--- config.mk ---
export PLATFORM = sky130hd
export DESIGN_NAME = lpf_ram
export DESIGN_NICKNAME = d
export VERILOG_FILES = /design/src/hw/rtl/lpf_ram.sv
export SDC_FILE = /design/constraint.sdc
export NUM_CORES = 1
export LEC_CHECK = 0
export ABC_AREA = 1
export BUFFER_PORTS_ARGS = -buffer_cell sky130_fd_sc_hd__buf_2
export CORE_UTILIZATION = 61
export CTS_CLUSTER_SIZE = 20
export DETAILED_ROUTE_END_ITERATION = 7
export PLACE_DENSITY_LB_ADDON = 0.1
export SYNTH_ARGS = -nofsm -noshare
export SYNTH_HDL_FRONTEND = slang
export SYNTH_SLANG_ARGS = --single-unit
--- constraint.sdc ---
create_clock -name clk_i -period 1.3 [get_ports clk_i]
set_input_delay 0.13 -clock clk_i [delete_from_list [all_inputs] [get_ports clk_i]]
set_output_delay 0.13 -clock clk_i [all_outputs]
set_load 0.02 [all_outputs]
--- src/hw/rtl/lpf_ram.sv ---
// lpf_ram: generic simple dual-port ram, one write and one registered read.
// No dependencies.
`default_nettype none

module lpf_ram #(
  parameter int unsigned WIDTH = 8,
  parameter int unsigned DEPTH = 16
) (
  input  wire logic                     clk_i,
  input  wire logic                     we_i,
  input  wire logic [$clog2(DEPTH)-1:0] waddr_i,
  input  wire logic [WIDTH-1:0]         wdata_i,
  input  wire logic                     re_i,
  input  wire logic [$clog2(DEPTH)-1:0] raddr_i,
  output logic      [WIDTH-1:0]         rdata_o
);

  logic [WIDTH-1:0] mem_q [DEPTH];

  always_ff @(posedge clk_i) begin
    if (we_i) begin
      mem_q[waddr_i] <= wdata_i;
    end
  end

  always_ff @(posedge clk_i) begin
    if (re_i) begin
      rdata_o <= mem_q[raddr_i];
    end
  end

endmodule

`default_nettype wire

Word-level counts from Yosys, hierarchy flattened. Memories as Yosys holds them, arrays and structs flattened. A register that Yosys moved wholly into a read port is not among the register bits. Cells that the tools add are included.

Muxes and demuxes: 2.

Operators with widths (number): 2-to-1 mux 1 bit (2).

Register bits after elaboration: 0. Bits in writable memories: 128. Memories: 1.

Memory list: mem_q (depth 16, width 8, read ports 1, clocked after Yosys merged registers in 1, wr ports 1, line 18) `logic [WIDTH-1:0] mem_q [DEPTH];`.

Depth between registers and ports, before layout.
Depth in word-level cells: 2. Mapped depth: 8.

Least setup slack after synthesis. No wires, ideal clock.

Path type: input-to-reg. From: input waddr_i[2]. To: memory mem_q[10][0], enable pin. Arrival: 0.711 ns. Data required time: 0.930 ns. Setup slack: 0.219 ns. Stages: 2. Path through: nand3b_1 -> nor2_1.

RTL lines: from (decl) (line 11) `input wire logic [$clog2(DEPTH)-1:0] waddr_i,`; to (decl) (line 18).

No word-level cell before the write port.

Worst setup path after layout.
From: register rdata_o[3] (read register of mem_q). To: output rdata_o[3].

RTL lines: from (decl) (line 15) `output logic [WIDTH-1:0] rdata_o`.

No word-level cell between the ends.

==> results.md <==
- Status: finished, final reports clean
- Syn Nets: 570
- Final setup margin: 0.06683 ns
- Clk buf depth: 2
- Area contributors post-synth: edfxtp_1, nand2_1, nand3_1
- Pwr Density: 1501 nW/µm²
- Worst slack, placed: -0.01643 ns
- CP startpoint kind: flop
- Kind of end point of the critical path: output pin
- Rows: 35
- Core area: 9284 µm²
- Drt first pass iters: 5
- Average wire per standard cell: 17.53 µm
- Worst Hold Class: in -> reg
- Gr ovfl total: 0
- Yosys warnings: 0
- Post-Syn Area: 5847 µm²
- Total Wirelength: 12970 µm
- Peak supply drop: 1192 µV
- F_max: 810.9 MHz
- Diodes inserted: 0
- Area after DPL: 6210 µm²
- Dpl cells: 707
- Post-CTS Setup Bufs: 0
- Chip Width: 99.91 µm
- Largest net degree at the start of global routing: 52
- Largest fanout on the critical path: 1
- RSZ-0062 raised after global routing: no
- DR iter-0 viols: 338
- Vias in the first global route: 3689
- Critical path's slowest cell: edfxtp_1
- Area Growth Syn to Fin: 16.11%
- Worst-path clk slew: 0.06 ns
- Lkg Pwr: 2.936 nW
- Io pins: 27
- Vias per cell: 5.264
- Layout net count: 617
- First-pass GRT wire length: 20250 µm
- Hold Slack: 0.03512 ns
- Root Buffer: clkbuf_8
- Cell Count, Final, Fillers Out: 740
- Final design area excluding fillers: 6789 µm²
- Worst Tran Pin Value: 0.5666 ns
- Number of CTS-inserted buffers: 17
- Register Area: 4084 µm²
- Area of the multi-input gates: 1214 µm²
- Largest delay contributor family on the critical path: flip-flops
- Relative max-transition margin: 62.17%
- Fin. Hold Viols: 0
- Residual DRC: 0
- Clock tree sinks: 136
- Synth Register Bits: 136
- Internal: 7.878 mW
- Mean Syn Cell Area: 10.61 µm²
- Final worst-path cycle share: 94.86%
- Tmin final: 1.233 ns
- Vias: 3895
- Combinational Power Share: 6.3%
- Post-DP HPWL: 7818 µm
- Yosys cell types: 11
- CTS tree: yes
- Arrival time worst endpoint: 1.10 ns
- Die span in y: 99.91 µm
- Cells along the critical path: buf_2
- Final setup violating endpoints: 0
- Die area: 9981 µm²
- Syn Inst Count: 551
- Yosys top cell area share: 69.85%
- Crit path kind: reg -> out
- Antenna violations before repair: 0
- Clock insertion delay at the later pin of the skew report: 0.52 ns
- Worst endpoint required time: 1.17 ns
- Seq pwr share: 48.8%
- Sw Pwr: 2.310 mW
- Initial Util: 62.98%
- Sequential share of the synthesized area: 69.85%
- Share of cells above drive strength 1: 13.58%
- Post-route antenna net violation count: 0
- Routability Congestion: 0.8626
- CP bufs+invs: 1
- Area leader, netlist: edfxtp_1
- Post-CTS Hold Buffers: 1
- CP peak stage delay: 0.41 ns
- Clock power share: 45.0%
- Fill count: 663
- Gr usage total: 28.61%
- Number of cells upsized or downsized after cts: 0
- Sw frac: 22.67%
- Fin Setup TNS: 0 ns
- Clock Skew: 0.005687 ns
- CTS H-Tree Depth: 4
- Final Max Slew Viols: 0
- # Max-Cap Violations: 0
- Number of port buffers: 26
-- per-stage QoR --
step	total power, mW	util, %
6_report	10.19	73.13
5_1_grt	10.45	73.13
4_1_cts	10.21	73.13
3_5_place_dp	5.690	66.89
3_3_place_gp	5.679	66.89
2_1_floorplan	5.427	-
-- state kept, by name (all words and copies together) (netlist names) --
name     count
mem_q      128
rdata_o      8
-- final timing paths --
check | depth (start not counted) | from | slack [ns] | end
hold reg to reg | 6 | mem_q[14][4] | 0.75 | rdata_o[4]
setup / recovery | 1 | rdata_o[3] | 0.07 | rdata_o[3]
setup reg to reg | 6 | mem_q[1][0] | 0.13 | rdata_o[0]
hold / removal | 1 | wdata_i[5] | 0.04 | mem_q[13][5]
-- per-layer routing --
metal	up-vias	GRT usage, %	part of all wire [%]
met5	-	0	0
met4	0	11.65	1.8
met3	19	6.685	9.0
met2	185	42.65	47
met1	1820	41.15	43
li1	1871	-	-
-- cells by family (layout without fill, tap and decap cells) --
logic type / count (synthesis) / after routing / synth area share [%]
buffers and inverters: 126 / 186 / 9.394
and+or+nand+nor: 289 / 289 / 20.76
DFF: 136 / 136 / 69.85
-- synthesized netlist by cell type --
library cell,count
nand3b_1,2
buf_1,1
buf_4,4
buf_6,6
buf_2,13
nor2_1,17
nand3_1,97
edfxtp_1,136
inv_1,100
nand2_1,173
inv_2,2
-- layout by cell type, fill, tap and decap left out --
cell type / n
nand3_1: 97
edfxtp_1: 136
clkbuf_16: 16
clkinvlp_4: 7
buf_4: 21
buf_12: 4
clkinv_4: 1
inv_2: 2
nand2_1: 173
nor2_1: 17
dlygate4sd3_1: 1
buf_2: 26
nand3b_1: 2
inv_6: 3
clkbuf_1: 2
clkbuf_8: 1
bufinv_16: 2
inv_1: 100
-- power by group through the flow --
stage               Combinational (mW)  Sequential (mW)  Clock, mW
floorplan                        0.346             5.08          0
global placement                 0.622             5.06          0
detailed placement               0.630             5.06          0
CTS                              0.640             4.97       4.60
global route                     0.704             4.98       4.77
finish                           0.641             4.97       4.58
-- area by class of cell --
class                   count  share of cell area [%]
flip-flops and latches    136                   60.15
repair buffers             52                   5.566
well taps                 129                   2.377
clock buffers              19                   6.211
inverters                 102                   5.640
multi-input cells         289                   17.88
clock inverters            13                   2.175
No activity file was read; power rests on OpenSTA's default activity.
